===== src/rtl/core/assert_macros.svh =====
// Assertion macros used by the top level of the replacement policy block.
`ifndef ASSERT_MACROS_SVH
`define ASSERT_MACROS_SVH

// Check a property at every rising edge, switched off while reset is high.
`define SRSBP_ASSERT(lbl, clk, rst, prop, msg) \
  lbl: assert property (@(posedge clk) disable iff (rst) (prop)) else $error(msg);

// Check a property at every rising edge, reset included.
`define SRSBP_ASSERT_ALWAYS(lbl, clk, prop, msg) \
  lbl: assert property (@(posedge clk) (prop)) else $error(msg);

`endif


===== src/rtl/core/srsbp_pkg.sv =====
// Shared types, codes and constants of the RRIP replacement policy block.
`default_nettype none

package srsbp_pkg;

  // Parameter defaults
  localparam int DEF_NUM_SETS = 2048;
  localparam int DEF_NUM_WAYS = 16;

  // Field widths fixed by the interface
  localparam int SET_IN_W  = 11;
  localparam int WAY_IN_W  = 4;
  localparam int BLK_W     = 8;
  localparam int PC_W      = 48;
  localparam int THRESH_W  = 4;
  localparam int REPEAT_W  = 4;
  localparam int SET_IDX_W = 16;  // holds any set index up to 65535
  localparam int SIG_W     = 4;
  localparam int SIG_COUNT = 16;

  // Reuse table: 2048 slots, but the slot is a one-to-one spread of the
  // 4-bit signature, so only 16 slots are ever touched; store by signature.
  localparam int REUSE_ENTRIES = 2048;

  // Queue between front and back
  localparam int QDEPTH  = 2;
  localparam int QPTR_W  = $clog2(QDEPTH);

  localparam logic [1:0] RRPV_HIT  = 2'd0;
  localparam logic [1:0] RRPV_LONG = 2'd2;
  localparam logic [1:0] RRPV_MAX  = 2'd3;

  localparam logic [1:0] REUSE_RESET = 2'd1;
  localparam logic [1:0] REUSE_MAX   = 2'd3;
  localparam logic [1:0] REUSE_HOT   = 2'd2;

  localparam logic [REPEAT_W-1:0] REPEAT_MAX   = 4'd15;
  localparam logic [THRESH_W-1:0] THRESH_RESET = 4'd6;

  // Operation codes of a classified item
  localparam logic [1:0] OP_VICTIM = 2'd0;
  localparam logic [1:0] OP_HIT    = 2'd1;
  localparam logic [1:0] OP_FILL   = 2'd2;

  typedef struct packed {
    logic [1:0]           op;
    logic [SET_IDX_W-1:0] set;
    logic [WAY_IN_W-1:0]  way;
    logic                 way_ok;
    logic [BLK_W-1:0]     blk;
    logic [SIG_W-1:0]     sig;
  } item_t;

endpackage

`default_nettype wire


===== src/rtl/core/srsbp_queue.sv =====
// Short queue of classified items between the front end and the back end.
`default_nettype none

module srsbp_queue (
  input  wire logic             clk,
  input  wire logic             rst,
  input  wire logic             in_valid,
  output logic                  in_ready,
  input  srsbp_pkg::item_t      in_item,
  output logic                  out_valid,
  input  wire logic             out_ready,
  output srsbp_pkg::item_t      out_item
);

  srsbp_pkg::item_t entries [srsbp_pkg::QDEPTH];

  logic [srsbp_pkg::QPTR_W-1:0] wr_ptr;
  logic [srsbp_pkg::QPTR_W-1:0] rd_ptr;
  logic [srsbp_pkg::QPTR_W:0]   count;
  logic                         push;
  logic                         pop;

  assign in_ready  = (count != (srsbp_pkg::QPTR_W + 1)'(srsbp_pkg::QDEPTH));
  assign out_valid = (count != '0);
  assign out_item  = entries[rd_ptr];
  assign push      = in_valid && in_ready;
  assign pop       = out_valid && out_ready;

  always_ff @(posedge clk) begin
    if (rst) begin
      wr_ptr <= '0;
      rd_ptr <= '0;
      count  <= '0;
    end else begin
      if (push) begin
        wr_ptr <= (wr_ptr == srsbp_pkg::QPTR_W'(srsbp_pkg::QDEPTH - 1)) ? '0 : wr_ptr + 1'b1;
      end
      if (pop) begin
        rd_ptr <= (rd_ptr == srsbp_pkg::QPTR_W'(srsbp_pkg::QDEPTH - 1)) ? '0 : rd_ptr + 1'b1;
      end
      if (push && !pop) begin
        count <= count + 1'b1;
      end else if (pop && !push) begin
        count <= count - 1'b1;
      end
    end
  end

  always_ff @(posedge clk) begin
    if (push) begin
      entries[wr_ptr] <= in_item;
    end
  end

endmodule

`default_nettype wire


===== config.mk =====
export PLATFORM = sky130hd
export DESIGN_NAME = srsbp_queue
export DESIGN_NICKNAME = d
export VERILOG_FILES = /design/src/rtl/core/assert_macros.svh /design/src/rtl/core/srsbp_pkg.sv /design/src/rtl/core/srsbp_queue.sv
export SDC_FILE = /design/constraint.sdc
export NUM_CORES = 1
export LEC_CHECK = 0
export BUFFER_PORTS_ARGS = -buffer_cell sky130_fd_sc_hd__buf_4
export CORE_UTILIZATION = 51
export CTS_CLUSTER_SIZE = 10
export DETAILED_ROUTE_END_ITERATION = 10
export PLACE_DENSITY = 0.77
export SYNTH_ARGS = -nofsm -noshare
export SYNTH_HDL_FRONTEND = slang
export SYNTH_SLANG_ARGS = --single-unit

===== constraint.sdc =====
create_clock -name clk -period 2.2 [get_ports clk]
set_input_delay 0.44 -clock clk [delete_from_list [all_inputs] [get_ports clk]]
set_output_delay 0.44 -clock clk [all_outputs]
set_load 0.05 [all_outputs]

Word level (Yosys, flattened, before mapping)
Memories as Yosys holds them, arrays and structs flattened. A register that Yosys moved wholly into a read port is not among the register bits. Index checks and enable logic that the tools add are counted.

Register bits: 4. Memory bits (writable): 70. Word-level logic and storage cells: 25. Memories kept: 1.

Memories: entries (depth 2, width 35, rd ports 1, clocked after memory_dff 1, write ports 1, RTL line srsbp_queue.sv:15) `srsbp_pkg::item_t entries [srsbp_pkg::QDEPTH];`.

Add/subtract/negate cells: 4. Equality and inequality tests: 1. Muxes and demuxes: 8. Reduce and logical (&&, ||, !) cells: 8.

Operators by type and width (count): 1-bit 2-to-1 mux (6); 1-bit logical AND (4); 2-bit 2-to-1 mux (2); 2-bit nonzero test (2); 1-bit adder, second input constant (2); 2-bit by 1-bit adder with 2-bit output, second input constant (1); 1-bit zero test (2); 2-bit != test, second input constant (1); 2-bit by 1-bit subtractor with 2-bit output, second input constant (1).

Logic depth before layout (Yosys ltp)
Gate-level depths: netlist of the first run.

Depth after elaboration: 6. Mapped depth: 6. Depth with buffers taken out: 6.

Worst setup path before layout of the first run
OpenSTA, ideal clock, no wires.

Path kind: reg2reg. From: reg count[0] in the netlist's numbering. To: mem entries[1][0] in the netlist's numbering (enable). Setup time: 0.396 ns. Arrival time: 1.880 ns. Slack: -0.076 ns. Stages on the path, launching flop included: 3. Path buffers: 0. Period minus slack after synthesis: 2.276 ns. Cells stage by stage: dfxtp_1 -> nand2b_1 -> and3_1.

Word-level cells in the longest chain between the ends: 4.

Ends and longest elaborated chain: from (decl) (RTL line srsbp_queue.sv:19) `logic [srsbp_pkg::QPTR_W:0] count;`; from (signal assigned) (RTL line srsbp_queue.sv:42) `count <= count + 1'b1;`; from (signal assigned) (RTL line srsbp_queue.sv:44) `count <= count - 1'b1;`; 2-bit != test (RTL line srsbp_queue.sv:23) `assign in_ready = (count != (srsbp_pkg::QPTR_W + 1)'(srsbp_pkg::QDEPTH));`; net in_ready (RTL line srsbp_queue.sv:8) `output logic in_ready,`; 1-bit logical AND (RTL line srsbp_queue.sv:26) `assign push = in_valid && in_ready;`; 1-bit 2-to-1 mux (RTL line srsbp_queue.sv:50) `if (push) begin`; 1-bit 2-to-1 mux (not written as such) (RTL line srsbp_queue.sv:51) `entries[wr_ptr] <= in_item;`; to (decl) (RTL line srsbp_queue.sv:15).

The timed path passes the listed nets, and every way through them passes these cells.

==> flow_metrics.tcl, run 1 <==
set metrics [dict create \
    status "finished clean" \
    syn_nets 173 \
    path_max_fanout 29 \
    min_from "in_item[3]" \
    ff2ff_setup_slack_ns 0.52 \
    synth_fa_ha_area_share_pct 0.457 \
    synth_area_um2 2740 \
    antenna_found_initial 0 \
    total_power_mw 4.82 \
    hold_viol 0 \
    crit_arrival_ns 1.59 \
    worst_pin_slew_ns 0.468 \
    finalNonFillerCells 294 \
    synth_xor_area_share_pct 0.959 \
    antenna_cells 0 \
    setup_viol 0 \
    drt_iter0_markers 56 \
    die_h_um 75.3 \
    nFillCells 353 \
    hold_buffers 0 \
    start_kind "flop" \
    wl_met2_um 2470 \
    cts_sinks 75 \
    drt-pass1-iter-count 4 \
    h-tree-depth 3 \
    clock_latency_ns 0.34 \
    synthCells 133 \
    synth_cell_type_count 17 \
    hpwl_um 3160 \
    io_pins 76 \
    synth_top_family_by_area "multiplexers" \
    grt_pass1_wl_um 6730 \
    rsz0062_at_grt "false" \
    critPathKind "flop to output port" \
    routabilityCongestion 0.610 \
    wire_per_inst_um 15.8 \
    p_per_area_nw_per_um2 1320 \
    slew_headroom_pct 68.8 \
    drt-met1-wl_um 1820 \
    area_growth_syn_to_layout_pct 32.9 \
    top_layer "met4" \
    irDropWorstVdd_mv 1.01 \
    drt_wl_total_um 4650 \
    vias 1458 \
    placed_cells 278 \
    finalSetupTns_ns 0 \
    fp-row-count 26 \
    fin_crit_ns 2.03 \
    r2r-start "count[0]" \
    power_leakage_nw 1.38 \
    die-area_um2 5670 \
    cp.required_ns 1.76 \
    yosys_warnings 0 \
    fmax_ghz 0.493 \
    grt_max_degree 36 \
    muxShareOfSynthArea_pct 14.4 \
    grt_pass1_vias 1442 \
    die_w_um 75.3 \
    grt-ovfl-total 0 \
    cap_violations 0 \
    grtUsageTotal_pct 17.4 \
    drive_gt1_share_pct 59.8 \
    fin_skew_ns 0.00795 \
    tritoncts "yes" \
    ys_ff_latch 75 \
    synth-simple-area-share_pct 1.83 \
    route.detailed.drc 0 \
    synth_compound_area_share_pct 1.10 \
    timing.final.crit_share_pct 92.1 \
    met3_wirelength_um 264 \
    clockBufferDepth 2 \
    clk_pin_slew_worst_paths_ns 0.08 \
    initial_core_util_pct 53.3 \
    finalMaxSlewViolations 0 \
    yosysSeqAreaShare_pct 80.4 \
    via_per_inst 4.96 \
    fin_nets 259 \
    numPortBuffers 75 \
    min_path_type "input port to flop" \
    cts_buffers 9 \
    syn_area_per_cell_um2 20.6 \
    drtAntennaViolNets 0 \
    root_buffer "clkbuf_8" \
    core_um2 5140 \
    crit_path_end_kind "output port" \
]
## sequential cells by signal, indices dropped and copies added (netlist names), named ones only
name,cells
count,2
wr_ptr,1
rd_ptr,1
entries,70
## worst paths after layout
kind,to,depth (start not counted)
worst max-delay path,out_item[10],3
worst min-delay path,entries[1][3],1
worst max register to register,count[1],6
worst min register to register,count[1],2
## synthesized netlist by cell type
library cell	n	share of area [%]
inv_1	1	0.14
mux2_2	35	14
buf_2	4	0.73
and3_1	1	0.23
nand2b_1	1	0.23
xor2_1	3	0.96
nand3b_1	1	0.27
or2_2	1	0.23
or3_1	1	0.23
ha_1	1	0.46
edfxtp_1	70	77
a21oi_1	2	0.37
dfxtp_1	5	3.7
and2_1	1	0.23
a21bo_2	1	0.37
o21ai_0	2	0.37
nor2_1	3	0.41
## layout make-up
cell class	instances	area, µm²	area share (%)
Multi-Input combinational cell	53	514	14.1
Timing Repair Buffer	79	606	16.6
Clock buffer	10	138	3.78
Sequential cell	75	2200	60.5
Clock inverter	6	88.8	2.44
Tap cell	70	87.6	2.41
Inverter	1	3.75	0.103
## report_power, final
| group | switching (mW) | internal (mW) | total, mW |
|---|---|---|---|
| combinational | 1.17 | 0.625 | 1.80 |
| sequential | 0.0767 | 1.79 | 1.86 |
| clock | 0.489 | 0.669 | 1.16 |
## per-layer routing
layer,GRT usage [%],vias up
li1,-,687
met4,10.9,0
met3,5.09,8
met2,29.2,45
met1,19.6,718
met5,0,-
## layout by cell type (no fill, tap or decap), types with 2 or more instances in the layout
cell / count
o21ai_0: 2
mux2_2: 35
buf_4: 78
dfxtp_1: 4
xor2_1: 3
clkinvlp_4: 2
a21oi_1: 2
nor2_1: 3
bufinv_16: 2
clkbuf_8: 10
edfxtp_1: 70
## through the flow
stage               hold slack (ns)  setup WS, ns  area [µm²]  util (%)
floorplan                     0.471        0.0532        2740         -
global placement              0.485         0.475        3410      66.4
detailed placement            0.518         0.422        3410      66.4
CTS                           0.260        0.0279        3640      70.8
global route                  0.261         0.110        3640      70.8
finish                        0.281         0.173        3640      70.8
## kinds of logic after synthesis
| group | count (synthesis) |
|---|---|
| compound gates | 5 |
| fa+ha+maj | 1 |
| simple gates | 9 |
| mux | 35 |
| buf+inv | 5 |
| xor+xnor | 3 |
| flops | 75 |
## critical path, stage by stage (launching register included)
cell,delay (ns)
dfxtp_2,0.44
buf_12,0.22
mux2_2,0.37
buf_4,0.19
## what timing repair did
action                                  in CTS  in global routing
endpoints found under the setup margin       0                  4
endpoints found under the hold margin        0                  0
buffers inserted                             0                  0
resized for setup                            0                  1
Note: power is estimated with default switching activity, not from simulation.
==> run 2: changes to the inputs <==
Settings changed: MAX_ROUTING_LAYER set to met4, RECOVER_POWER set to 100.
==> flow_metrics.tcl, run 2 (same netlist as run 1, synthesis figures left out) <==
set metrics [dict create \
    status "finished clean" \
    initial_core_util_pct 53.3 \
    route.detailed.drc 0 \
    finalMaxSlewViolations 0 \
    fmax_ghz 0.485 \
    wire_per_inst_um 15.7 \
    cpPeakStageDelay_ns 0.44 \
    crit_path_end_kind "output port" \
    die-area_um2 5670 \
    routabilityCongestion 0.614 \
    drt_wl_total_um 4620 \
    crit_arrival_ns 1.62 \
    min_path_type "input port to flop" \
    fp-row-count 26 \
    cts_buffers 9 \
    grt-busiest-layer "met2" \
    fin_skew_ns 0.00837 \
    power_leakage_nw 1.32 \
    antenna_found_initial 0 \
    slew_headroom_pct 40.8 \
    setup_viol 0 \
    fin_nets 259 \
    slowest_stage "dfxtp_2" \
    grt_util_met2_pct 29.2 \
    grt-ovfl-total 0 \
    p_per_area_nw_per_um2 1320 \
    clockBufferDepth 2 \
    grt_util_met3_pct 6.96 \
    grt.met1_usage_pct 19.8 \
    grt_max_degree 36 \
    cap_violations 0 \
    crit_buf_inv 2 \
    grt_pass1_vias 1439 \
    whs_ns 0.295 \
    clk_pin_slew_worst_paths_ns 0.08 \
    grt_pass1_wl_um 6760 \
    largest_reg_flops 70 \
    drt_iter0_markers 62 \
    die_h_um 75.3 \
    cp.required_ns 1.76 \
    core_um2 5140 \
    fin_crit_ns 2.06 \
    via_per_inst 4.93 \
    die_w_um 75.3 \
    numPortBuffers 75 \
    drive_gt1_share_pct 55.8 \
    final_common_cell "edfxtp_1" \
    cp_cell_sequence "buf_12 -> mux2_2 -> clkbuf_2" \
    vias 1449 \
    drt-pass1-iter-count 4 \
    io_pins 76 \
    top_register "entries" \
    finalSetupTns_ns 0 \
    area_growth_syn_to_layout_pct 28.9 \
    irDropWorstVdd_mv 0.998 \
    h-tree-depth 3 \
    critPathKind "flop to output port" \
    clock_latency_ns 0.34 \
    hpwl_um 3160 \
    worst_pin_slew_ns 0.888 \
    rsz0062_at_grt "false" \
    drtAntennaViolNets 0 \
    hold_viol 0 \
    start_kind "flop" \
    final_cell_mix "70 x edfxtp_1, 33 x mux2_2, 30 x clkbuf_4" \
    timing.final.crit_share_pct 93.7 \
    hold_buffers 0 \
    cts_sinks 75 \
    antenna_cells 0 \
    total_power_mw 4.68 \
    cpLargestDelayFamily "buffers and inverters" \
    tritoncts "yes" \
    root_buffer "clkbuf_8" \
    path_max_fanout 29 \
    top_regs "entries x70, count x2" \
    grtUsageTotal_pct 18.1 \
]
[run 2: report_power, final]
| part | leakage [nW] | internal (mW) | switching (mW) |
|---|---|---|---|
| logic | 0.518 | 0.483 | 1.17 |
| clock network | 0.108 | 0.669 | 0.491 |
| registers | 0.695 | 1.79 | 0.0766 |
| total | 1.32 | 2.94 | 1.74 |
[run 2: final timing paths]
kind,start,end,slack [ns],cells after the start
worst max register to register,count[0],entries[1][30],0.32,3
worst min-delay path,rst,wr_ptr,0.30,2
worst min register to register,count[1],count[1],0.52,2
worst max-delay path,flop,out_item[31],0.14,3
[run 2: metrics by stage]
step	area [µm²]	instances	setup WS (ns)	util, %
after detailed placement	3410	278	0.422	66.4
after CTS	3640	294	0.0279	70.8
final	3530	294	0.139	68.7
after global placement	3410	278	0.475	66.4
after global routing	3530	294	0.0729	68.7
after floorplan	2740	133	0.0532	-
[run 2: layout make-up]
cell class / instances / area, µm²
Sequential cell: 75 / 2200
Fill cell: 386 / 1610
Multi-Input combinational cell: 53 / 514
Timing Repair Buffer: 79 / 494
Clock buffer: 10 / 138
Clock inverter: 6 / 88.8
Tap cell: 70 / 87.6
Inverter: 1 / 3.75
[run 2: per-layer routing]
metal	share of wire, %	wire length [µm]
met4	1.2	54
met5	0	0
met2	53	2440
met1	41	1880
met3	5.3	247
[run 2: repair_timing]
item | CTS | global route
resized for setup | 0 | 1
setup endpoints to repair | 0 | 13
buffers inserted | 0 | 0
