## config.mk

```make
export PLATFORM = sky130hd
export DESIGN_NAME = srsbp_front
export DESIGN_NICKNAME = d
export VERILOG_FILES = /design/src/rtl/core/assert_macros.svh /design/src/rtl/core/srsbp_pkg.sv /design/src/rtl/core/srsbp_front.sv
export SDC_FILE = /design/constraint.sdc
export NUM_CORES = 1
export LEC_CHECK = 0
export ABC_CLOCK_PERIOD_IN_PS = 1400
export BUFFER_PORTS_ARGS = -buffer_cell sky130_fd_sc_hd__clkbuf_2
export CORE_MARGIN = 2
export CORE_UTILIZATION = 30
export CTS_CLUSTER_SIZE = 40
export DETAILED_ROUTE_END_ITERATION = 7
export PLACE_DENSITY = 0.75
export SLEW_MARGIN = 20
export SYNTH_ARGS = -nofsm -noshare
export SYNTH_HDL_FRONTEND = slang
export SYNTH_SLANG_ARGS = --single-unit
```

## constraint.sdc

```tcl
create_clock -name clk -period 1.4 [get_ports clk]
set_input_delay 0.42 -clock clk [delete_from_list [all_inputs] [get_ports clk]]
set_output_delay 0.42 -clock clk [all_outputs]
set_load 0.03 [all_outputs]
```

## src/rtl/core/assert_macros.svh

```systemverilog
// Assertion macros used by the top level of the replacement policy block.
`ifndef ASSERT_MACROS_SVH
`define ASSERT_MACROS_SVH

// Check a property at every rising edge, switched off while reset is high.
`define SRSBP_ASSERT(lbl, clk, rst, prop, msg) \
  lbl: assert property (@(posedge clk) disable iff (rst) (prop)) else $error(msg);

// Check a property at every rising edge, reset included.
`define SRSBP_ASSERT_ALWAYS(lbl, clk, prop, msg) \
  lbl: assert property (@(posedge clk) (prop)) else $error(msg);

`endif

```

## src/rtl/core/srsbp_pkg.sv

```systemverilog
// Shared types, codes and constants of the RRIP replacement policy block.
`default_nettype none

package srsbp_pkg;

  // Parameter defaults
  localparam int DEF_NUM_SETS = 2048;
  localparam int DEF_NUM_WAYS = 16;

  // Field widths fixed by the interface
  localparam int SET_IN_W  = 11;
  localparam int WAY_IN_W  = 4;
  localparam int BLK_W     = 8;
  localparam int PC_W      = 48;
  localparam int THRESH_W  = 4;
  localparam int REPEAT_W  = 4;
  localparam int SET_IDX_W = 16;  // holds any set index up to 65535
  localparam int SIG_W     = 4;
  localparam int SIG_COUNT = 16;

  // Reuse table: 2048 slots, but the slot is a one-to-one spread of the
  // 4-bit signature, so only 16 slots are ever touched; store by signature.
  localparam int REUSE_ENTRIES = 2048;

  // Queue between front and back
  localparam int QDEPTH  = 2;
  localparam int QPTR_W  = $clog2(QDEPTH);

  localparam logic [1:0] RRPV_HIT  = 2'd0;
  localparam logic [1:0] RRPV_LONG = 2'd2;
  localparam logic [1:0] RRPV_MAX  = 2'd3;

  localparam logic [1:0] REUSE_RESET = 2'd1;
  localparam logic [1:0] REUSE_MAX   = 2'd3;
  localparam logic [1:0] REUSE_HOT   = 2'd2;

  localparam logic [REPEAT_W-1:0] REPEAT_MAX   = 4'd15;
  localparam logic [THRESH_W-1:0] THRESH_RESET = 4'd6;

  // Operation codes of a classified item
  localparam logic [1:0] OP_VICTIM = 2'd0;
  localparam logic [1:0] OP_HIT    = 2'd1;
  localparam logic [1:0] OP_FILL   = 2'd2;

  typedef struct packed {
    logic [1:0]           op;
    logic [SET_IDX_W-1:0] set;
    logic [WAY_IN_W-1:0]  way;
    logic                 way_ok;
    logic [BLK_W-1:0]     blk;
    logic [SIG_W-1:0]     sig;
  } item_t;

endpackage

`default_nettype wire

```

## src/rtl/core/srsbp_front.sv

```systemverilog
// Front end: accepts items, folds the set index into range and classifies them.
`default_nettype none

module srsbp_front #(
  parameter int NUM_SETS = srsbp_pkg::DEF_NUM_SETS,
  parameter int NUM_WAYS = srsbp_pkg::DEF_NUM_WAYS
) (
  input  wire logic                            clk,
  input  wire logic                            rst,
  input  wire logic                            en,
  input  wire logic                            in_valid,
  output logic                                 in_ready,
  input  wire logic                            in_func,
  input  wire logic                            in_hit,
  input  wire logic [srsbp_pkg::SET_IN_W-1:0]  in_set,
  input  wire logic [srsbp_pkg::WAY_IN_W-1:0]  in_way,
  input  wire logic [srsbp_pkg::BLK_W-1:0]     in_blk,
  input  wire logic [srsbp_pkg::PC_W-1:0]      in_pc,
  output logic                                 out_valid,
  input  wire logic                            out_ready,
  output srsbp_pkg::item_t                     out_item
);

  // set % NUM_SETS by reciprocal: q is the quotient or one below it
  localparam int     RECIP_SHIFT = 22;
  localparam longint RECIP       = (longint'(1) << RECIP_SHIFT) / NUM_SETS;

  logic [33:0] recip_prod;
  logic        a_valid;
  logic [srsbp_pkg::SET_IN_W-1:0] a_x;
  logic [srsbp_pkg::SET_IN_W-1:0] a_q;
  logic [1:0]                     a_op;
  logic [srsbp_pkg::WAY_IN_W-1:0] a_way;
  logic                           a_way_ok;
  logic [srsbp_pkg::BLK_W-1:0]    a_blk;
  logic [srsbp_pkg::SIG_W-1:0]    a_sig;
  logic [27:0]                    qn_prod;
  logic [17:0]                    rem_raw;
  logic [17:0]                    rem;
  logic                           take;
  logic [1:0]                     op_in;

  assign recip_prod = 34'(in_set) * 34'(RECIP);
  assign in_ready   = en && (!a_valid || out_ready);
  assign take       = in_valid && in_ready;

  always_comb begin
    if (!in_func) begin
      op_in = srsbp_pkg::OP_VICTIM;
    end else if (in_hit) begin
      op_in = srsbp_pkg::OP_HIT;
    end else begin
      op_in = srsbp_pkg::OP_FILL;
    end
  end

  always_ff @(posedge clk) begin
    if (rst) begin
      a_valid <= 1'b0;
    end else if (take) begin
      a_valid <= 1'b1;
    end else if (out_ready) begin
      a_valid <= 1'b0;
    end
  end

  always_ff @(posedge clk) begin
    if (take) begin
      a_x      <= in_set;
      a_q      <= recip_prod[32:22];
      a_op     <= op_in;
      a_way    <= in_way;
      a_way_ok <= (6'(in_way) < 6'(NUM_WAYS));
      a_blk    <= in_blk;
      a_sig    <= in_pc[5:2] ^ in_pc[14:11];
    end
  end

  // remainder lands in [0, 2*NUM_SETS): one compare and subtract fixes it
  assign qn_prod = 28'(a_q) * 28'(NUM_SETS);
  assign rem_raw = 18'(a_x) - qn_prod[17:0];
  assign rem     = (rem_raw >= 18'(NUM_SETS)) ? (rem_raw - 18'(NUM_SETS)) : rem_raw;

  assign out_valid       = a_valid;
  assign out_item.op     = a_op;
  assign out_item.set    = rem[srsbp_pkg::SET_IDX_W-1:0];
  assign out_item.way    = a_way;
  assign out_item.way_ok = a_way_ok;
  assign out_item.blk    = a_blk;
  assign out_item.sig    = a_sig;

endmodule

`default_nettype wire

```

* Word level (Yosys, flattened, before mapping)
Index checks and enable logic that the tools add are counted.
Cells by class: add/subtract/negate cells 1, multiply operators 0, div/mod/pow operators 0, magnitude comparators 1, equal/unequal tests 0, shift-type cells 0, muxes and demuxes 4, bitwise gates (word level) 1, reduce and logical (&&, ||, !) cells 5
Operators with widths (number):
- $mux 16 | 1
- $sub 11x12->13 const B | 1
- $ge 11x12->1 const B | 1
- $xor 4x4->4 | 1
- $logic_and 1x1->1 | 2
- $mux 1 | 2
- $mux 2 | 1
- $reduce_bool 2->1 | 1
- $logic_not 1->1 | 1
- $logic_or 1x1->1 | 1
Word-level totals: register bits 30, bits in latches 0, RAM bits 0, ROM bits 0, input port bits 78, output and inout port bits 37, logic and storage cells 18, memories kept 0

* Logic depth before layout (Yosys ltp)
Gate-level depths: netlist of the first run.
word-level depth 5, mapped depth 2

* Least setup slack after synthesis of the first run
OpenSTA, ideal clock, no wires.
path type reg-to-reg, from reg a_valid, in the netlist out_valid, to reg a_blk[0] (netlist bit), enable pin, setup time 376 ps, arrival 1060 ps, required time 1024 ps, path slack -36 ps, stages on the path, launching flop included 3, buffers on the path 0, period minus slack after synthesis 1436 ps, path through dfxtp_1 -> nand2b_4 -> nor2b_4
Between the ends: longest elaborated chain between the ends 4
RTL lines:
- from (decl) | line srsbp_front.sv:29 | logic a_valid;
- from (signal assigned) | line srsbp_front.sv:59 | a_valid <= 1'b0;
- from (signal assigned) | line srsbp_front.sv:61 | a_valid <= 1'b1;
- from (signal assigned) | line srsbp_front.sv:63 | a_valid <= 1'b0;
- $logic_not 1->1 | line srsbp_front.sv:44 | assign in_ready = en && (!a_valid || out_ready);
- $logic_or 1x1->1 | line srsbp_front.sv:44
- $logic_and 1x1->1 | line srsbp_front.sv:44
- $logic_and 1x1->1 | line srsbp_front.sv:45 | assign take = in_valid && in_ready;
- via take | line srsbp_front.sv:40 | logic take;
- to (signal assigned) | line srsbp_front.sv:74 | a_blk <= in_blk;
- to (decl) | line srsbp_front.sv:35 | logic [srsbp_pkg::BLK_W-1:0] a_blk;
The timed path passes the listed nets, and every way through them passes these cells. A chain may end at the register's enable or synchronous reset.

* Worst setup path in the final report of the first run
from reg a_valid, in the netlist out_valid, to out in_ready
Between the ends: longest elaborated chain between the ends 3
RTL lines:
- $logic_not 1->1 | line srsbp_front.sv:44
- $logic_or 1x1->1 | line srsbp_front.sv:44
- $logic_and 1x1->1 | line srsbp_front.sv:44
- to (decl) | line srsbp_front.sv:12 | output logic in_ready,
No other way between the ends.

==> flow_metrics.py, run 1 <==
metrics = {
    "run_status": {
        "status": "finished, violations left",
        "violations": "setup timing",
    },
    "clock_tree": {
        "clockRootBuffer": "clkbuf_4",
        "hold_buffers": 0,
        "clock_path_buffers": 2,
        "clk-insertion-delay-late_ns": 0.32,
        "numCtsBuffers": 5,
        "htree_levels": 2,
        "cts_tree": "built",
        "cts.sinks": 30,
        "clk_pin_slew_ns": 0.09,
    },
    "power_and_ir_drop": {
        "powerDensity_nw_per_um2": 1150,
        "vdd_ir_drop_max_mv": 0.6973,
        "power_leakage_uw": 0.0006898,
    },
    "global_routing": {
        "grt_pass1_vias": 775,
        "grt_start_max_net_pins": 16,
        "grt-ovfl-total": 0,
        "grt_pass1_wl_mm": 3.346,
        "track_usage_pct": 11.42,
        "antenna_found_initial": 0,
    },
    "floorplan": {
        "die_w_um": 62.94,
        "fp.dieH_um": 62.94,
        "coreArea_sq_um": 3337,
        "io_pins": 115,
        "rows": 21,
        "initial_core_util_pct": 31.23,
        "die-area_sq_um": 3961,
    },
    "sta": {
        "final.min_clock_period_ns": 1.417,
        "tns_ns": -0.01744,
        "clock_skew_ns": 0.008103,
        "post-route-period-util_pct": 101.2,
        "finalMaxSlewViolations": 0,
        "setup_ws_ns": -0.01744,
        "max_freq_mhz": 705.5,
        "finalSetupViolations": 1,
        "rsz0062_at_grt": "yes",
        "hold_violations": 0,
    },
    "routing": {
        "first_iter_violations": 14,
        "routedWlPerCell_um": 11.23,
        "vias": 670,
        "drc": 0,
        "vias_per_cell": 3.873,
        "drtPass1Iterations": 3,
        "drt_wl_total_mm": 1.943,
        "ant_nets": 0,
    },
    "finish": {
        "nets": 204,
        "area_growth_pct": 46.46,
        "nFillCells": 323,
        "fin_util_pct": 45.74,
        "antenna_cells": 0,
        "drive_gt1_share_pct": 66.14,
        "finalNonFillerCells": 173,
    },
    "logic_synthesis": {
        "yosysSeqAreaShare_pct": 85.47,
        "ys_types": 12,
        "netlist_area_sq_um": 1042,
        "synth.avg_cell_area_sq_um": 21.27,
        "synthCells": 49,
        "synth_seq_cells": 30,
        "ys.warnings.count": 0,
    },
    "critical_path": {
        "r2r-start": "out_valid",
        "cp_slowest_cell": "dfxtp_2",
        "r2r_end": "a_blk[1]",
        "crit_path_max_fanout": 2,
        "cp-startpoint": "out_valid",
        "crit_type": "reg -> out",
        "critPathArrivalTime_ns": 1.00,
        "startpoint_type": "register",
        "crit_required_ns": 0.98,
        "critical_path.max_stage_delay_ns": 0.36,
        "r2r_cells": 5,
        "crit_chain": "nand2b_4, and2_4, buf_8",
        "r2r_slack_ns": 0.15,
        "critPathCaptureType": "primary output",
    },
    "min_path": {
        "holdCritPathClass": "in -> reg",
        "worstHoldStart": "rst",
        "hold_depth": 2,
        "hold_end": "out_valid",
    },
    "flow_run": {
        "cap_viol_max_count": 0,
    },
    "place": {
        "placedCellCount": 163,
        "gp_congestion": 0.6474,
        "place.port_buffers": 68,
        "hpwl_mm": 1.583,
    },
}
## stage by stage
stage | setup slack, ns | hold WS, ns | power [uW] | cell area (sq um)
2_1_floorplan | -0.02715 | 0.4751 | 1215 | 1059
3_3_place_gp | 0.02898 | 0.4639 | 1306 | 1451
3_5_place_dp | 0.01794 | 0.4803 | 1312 | 1451
4_1_cts | -0.05966 | 0.2188 | 1781 | 1518
5_1_grt | -0.08225 | 0.1922 | 1856 | 1526
6_report | -0.01744 | 0.2386 | 1756 | 1526
## cell families after synthesis
logic type | Yosys count | synth area share, %
buffers and inverters | 6 | 4.321
other | 2 | 0.7206
AOI/OAI and AO/OA | 1 | 0.8405
and+or+nand+nor | 6 | 5.283
xor gates and xnor gates | 4 | 3.361
DFF | 30 | 85.47
## layout make-up
type / instances / area (sq um) / area share (%)
Clock inverter: 2 / 8.758 / 0.5738
Clock buffer: 6 / 41.29 / 2.705
Sequential cell: 30 / 892.1 / 58.44
Tap cell: 46 / 57.56 / 3.771
Timing Repair Buffer: 72 / 405.4 / 26.56
Multi-Input combinational cell: 17 / 121.4 / 7.951
## sequential cells by signal (all words and copies together), names as in the netlist
name,flops
a_blk,8
a_op,2
a_sig,4
a_way,4
a_x,11
out_valid,1
## worst max-delay path by stage
stage	endpoint	slack [ns]	cells after the start
3_5_place_dp	in_ready	0.02	4
5_1_grt	in_ready	-0.08	3
3_3_place_gp	in_ready	0.03	4
4_1_cts	in_ready	-0.06	3
2_1_floorplan	a_blk[0]	-0.03	2
6_report	in_ready	-0.02	3
## power breakdown
| group | leakage, uW | total, uW | internal, uW | switching [uW] |
|---|---|---|---|---|
| Clock | 0.0000297 | 461 | 188 | 273 |
| Combinational | 0.000380 | 252 | 92.7 | 159 |
| Sequential | 0.000280 | 1040 | 1030 | 10.4 |
| Total | 0.000690 | 1760 | 1310 | 442 |
## critical path, delay by kind of cell, from the launching register on
family / cells / cell delay [ns]
and+or+nand+nor: 2 / 0.19
buffers and inverters: 1 / 0.13
DFF: 1 / 0.36
## cell usage in the layout, fill, tap and decap left out
cell,instances
buf_4,2
xor2_1,4
clkinv_2,1
nand2_2,1
buf_12,2
a21oi_2,1
clkbuf_2,67
nor2b_1,1
and2_1,1
clkinv_1,1
dfxtp_2,1
conb_1,6
and2_4,1
clkbuf_1,1
buf_8,1
nor2b_4,1
edfxtp_1,29
clkbuf_4,5
nand2b_4,1
## Yosys cell counts
master    count  area share, %
nor2b_1       1           0.60
buf_4         6            4.3
conb_1        2           0.72
nor2b_4       1            1.3
and2_1        1           0.60
dfxtp_1       1            1.9
nand2b_4      1            1.3
and2_4        1           0.84
edfxtp_1     29             84
a21oi_2       1           0.84
nand2_2       1           0.60
xor2_1        4            3.4
## per-layer routing
metal	global-route usage [%]	vias to the layer above	routed length, um
met3	8.829	5	329
met1	9.613	295	585
li1	-	318	-
met4	4.167	0	29
met2	19.95	52	998
met5	0	-	0
## timing repair
| item | in CTS | in global routing |
|---|---|---|
| setup endpoints to repair | 1 | 1 |
| pin swaps | 1 | 0 |
| buffers inserted | 1 | 1 |
| endpoints found under the hold margin | 0 | 0 |
| gates resized for setup | 2 | 1 |
Power figures use the tool's default switching activity.
==> run 2: changes to the inputs <==
Settings changed: ABC_AREA set to 1, ABC_CLOCK_PERIOD_IN_PS 1400 to 1700, CORE_UTILIZATION 30 to 36, PLACE_DENSITY 0.75 to 0.84.
Clock period 1.4 ns to 1.7 ns, I/O delays scaled along.
==> run 2 against run 1 <==
  * Critical path depth grew 3
  * Worst hold slack better by 0.12 ns
  * Sequential cell count unchanged
  * Non-clock buffer count shrank 3
  * Synthesized cell count grew 16%
  * First-iteration DRC count up 93%
  * Count of clock-buffer cells in the layout stayed put
  * The flow now finishes without violations
  * Wire length is 6.9% lower
  * Clock skew down 0.0019 ns
==> flow_metrics.py, run 2 <==
metrics = {
    "run_status": {
        "status": "completed",
    },
    "place": {
        "gp_congestion": 0.5980,
        "place_area_sq_um": 1456,
        "hpwl_mm": 1.464,
        "place.port_buffers": 68,
        "placedCellCount": 155,
    },
    "critical_path": {
        "startpoint_type": "primary input",
        "worstSetupPathDepth": 6,
        "critPathBufInv": 4,
        "crit_required_ns": 1.19,
        "cp_slowest_cell": "clkbuf_2",
        "crit_chain": "clkbuf_2, inv_16, nand2_8, inv_4, nor2_1, clkbuf_2",
        "critical_path.max_stage_delay_ns": 0.21,
        "critPathArrivalTime_ns": 1.13,
        "r2r-start": "out_valid",
        "cp-endpoint": "in_ready",
        "crit_type": "in -> out",
        "r2r_cells": 4,
        "critPathCaptureType": "primary output",
        "r2r_slack_ns": 0.53,
        "crit_path_max_fanout": 2,
        "cpLargestDelayFamily": "buffers and inverters",
        "r2r_end": "a_x[6]",
        "cp-startpoint": "out_ready",
        "worst_path_most_repeated_cell": "clkbuf_2",
    },
    "power_and_ir_drop": {
        "netSwitchingPower_uw": 366.4,
        "powerDensity_nw_per_um2": 955.3,
        "vdd_ir_drop_max_mv": 0.6504,
        "p_int_uw": 1073,
        "switching_share_pct": 25.46,
        "p_comb_share_pct": 14.2,
        "power_leakage_uw": 0.0007072,
        "power_frac_seq_pct": 59.8,
        "power.share.clock_pct": 26.1,
    },
    "global_routing": {
        "grt_start_max_net_pins": 30,
        "grt_pass1_wl_mm": 2.953,
        "antenna_found_initial": 0,
        "track_usage_pct": 12.57,
        "grt_pass1_vias": 685,
        "grt-ovfl-total": 0,
    },
    "logic_synthesis": {
        "synthArstFlopShare_pct": 0,
        "yosysSeqAreaShare_pct": 84.96,
        "synth_top_family_by_area": "buffers and inverters",
        "synthCells": 57,
        "synthAdderAreaFrac_pct": 0,
        "yosys-top-cells-count": "29 x edfxtp_1, 6 x buf_4, 6 x inv_1",
        "netlist_area_sq_um": 1049,
        "yosys_most_used_dff": "edfxtp_1",
        "synth_simple_gate_area_share_pct": 2.983,
        "ys_types": 12,
        "synth_xor_area_share_pct": 3.341,
        "synth_edf_count": 29,
        "synth_top_cell_area_share_pct": 83.05,
        "yosysMostFrequentCell": "edfxtp_1",
        "synth.avg_cell_area_sq_um": 18.39,
        "synth_seq_cells": 30,
        "synth_mux_area_share_pct": 0,
        "synth_top_area_cell": "edfxtp_1",
        "synth_compound_area_share_pct": 0.8353,
        "synthTopCellsByArea": "edfxtp_1 83%, buf_4 4.3%, xor2_1 3.3%",
        "ys.warnings.count": 0,
    },
    "sta": {
        "holdWs_ns": 0.3625,
        "post-route-period-util_pct": 96.41,
        "finalSetupViolations": 0,
        "rsz0062_at_grt": "no",
        "final.min_clock_period_ns": 1.639,
        "finalMaxSlewViolations": 0,
        "max_freq_mhz": 610.1,
        "clock_skew_ns": 0.006244,
        "hold_violations": 0,
    },
    "clock_tree": {
        "cts.sinks": 30,
        "numCtsBuffers": 5,
        "postCtsSetupRepairBufs": 0,
        "htree_levels": 2,
        "clk_pin_slew_ns": 0.09,
        "hold_buffers": 0,
        "post_cts_resized": 0,
        "clockRootBuffer": "clkbuf_4",
        "clk-insertion-delay-late_ns": 0.31,
        "clock_path_buffers": 2,
        "cts_tree": "built",
    },
    "finish": {
        "nets": 209,
        "top_regs": "a_x x11, a_blk x8",
        "drive_gt1_share_pct": 62.12,
        "finalNonFillerCells": 163,
        "antenna_cells": 0,
        "top_register": "a_x",
        "area_growth_pct": 43.67,
        "final_cell_area_sq_um": 1506,
        "largest_reg_flops": 11,
        "final_common_cell": "clkbuf_2",
        "fin_util_pct": 54.63,
        "final_cell_mix": "68 x clkbuf_2, 29 x edfxtp_1, 6 x conb_1, 5 x clkbuf_4",
    },
    "routing": {
        "vias": 689,
        "ant_nets": 0,
        "met3_length_um": 206,
        "routedWlPerCell_um": 11.10,
        "first_iter_violations": 27,
        "drt_wl_total_mm": 1.809,
        "drc": 0,
        "top_layer": "met4",
        "drtPass1Iterations": 4,
        "wl_met1_um": 567,
        "wl_met2_mm": 1.001,
        "vias_per_cell": 4.227,
    },
    "floorplan": {
        "die-area_sq_um": 3360,
        "initial_core_util_pct": 38.02,
        "coreArea_sq_um": 2758,
        "io_pins": 115,
        "rows": 19,
        "fp.dieH_um": 57.97,
        "die_w_um": 57.97,
    },
    "flow_run": {
        "cap_viol_max_count": 0,
    },
    "min_path": {
        "holdCritPathClass": "in -> reg",
        "hold_depth": 1,
    },
}
run 2: layout make-up:
type                    instances  area, sq um
well taps                      31        38.79
fillers                       231         1251
clock buffers                   6        41.29
repair buffers                 69        360.3
multi-input cells              17        117.6
inverters                       8        48.80
flip-flops and latches         30        890.9
clock inverters                 2        8.758
run 2: cell families (layout without fill, tap and decap cells):
family | after synthesis | after routing
buffers and inverters | 14 | 85
flip-flops | 30 | 30
AND/OR/NAND/NOR | 6 | 6
other | 2 | 6
AO/OA/AOI/OAI | 1 | 1
XOR/XNOR | 4 | 4
run 2: worst min-delay path by stage:
stage	start	to	slack [ns]
detailed placement	out_valid	out_valid	0.62
floorplan	in_blk[0]	a_blk[0]	0.61
finish	in_set[2]	a_x[2]	0.36
global route	in_blk[0]	a_blk[0]	0.33
CTS	in_blk[4]	a_blk[4]	0.34
global placement	out_valid	out_valid	0.59
run 2: per-stage QoR:
step / setup TNS [ns] / total power, uW / setup slack (ns)
after floorplan: -0.9844 / 1008 / -0.03395
after global placement: 0 / 1077 / 0.08239
after detailed placement: 0 / 1085 / 0.05925
after CTS: 0 / 1463 / 0.05812
after global routing: 0 / 1519 / 0.003467
final: 0 / 1439 / 0.06103
run 2: layer usage:
metal / track usage (%) / vias up
met5: 0 / -
met2: 21.43 / 43
li1: - / 332
met1: 12.33 / 309
met3: 7.589 / 5
met4: 4.983 / 0
run 2: power by group through the flow:
stage	Sequential, uW	Clock, uW	Combinational (uW)
after global placement	876	0	201
after detailed placement	878	0	207
after CTS	861	395	207
final	860	375	204
after floorplan	944	0	64.4
after global routing	864	435	220
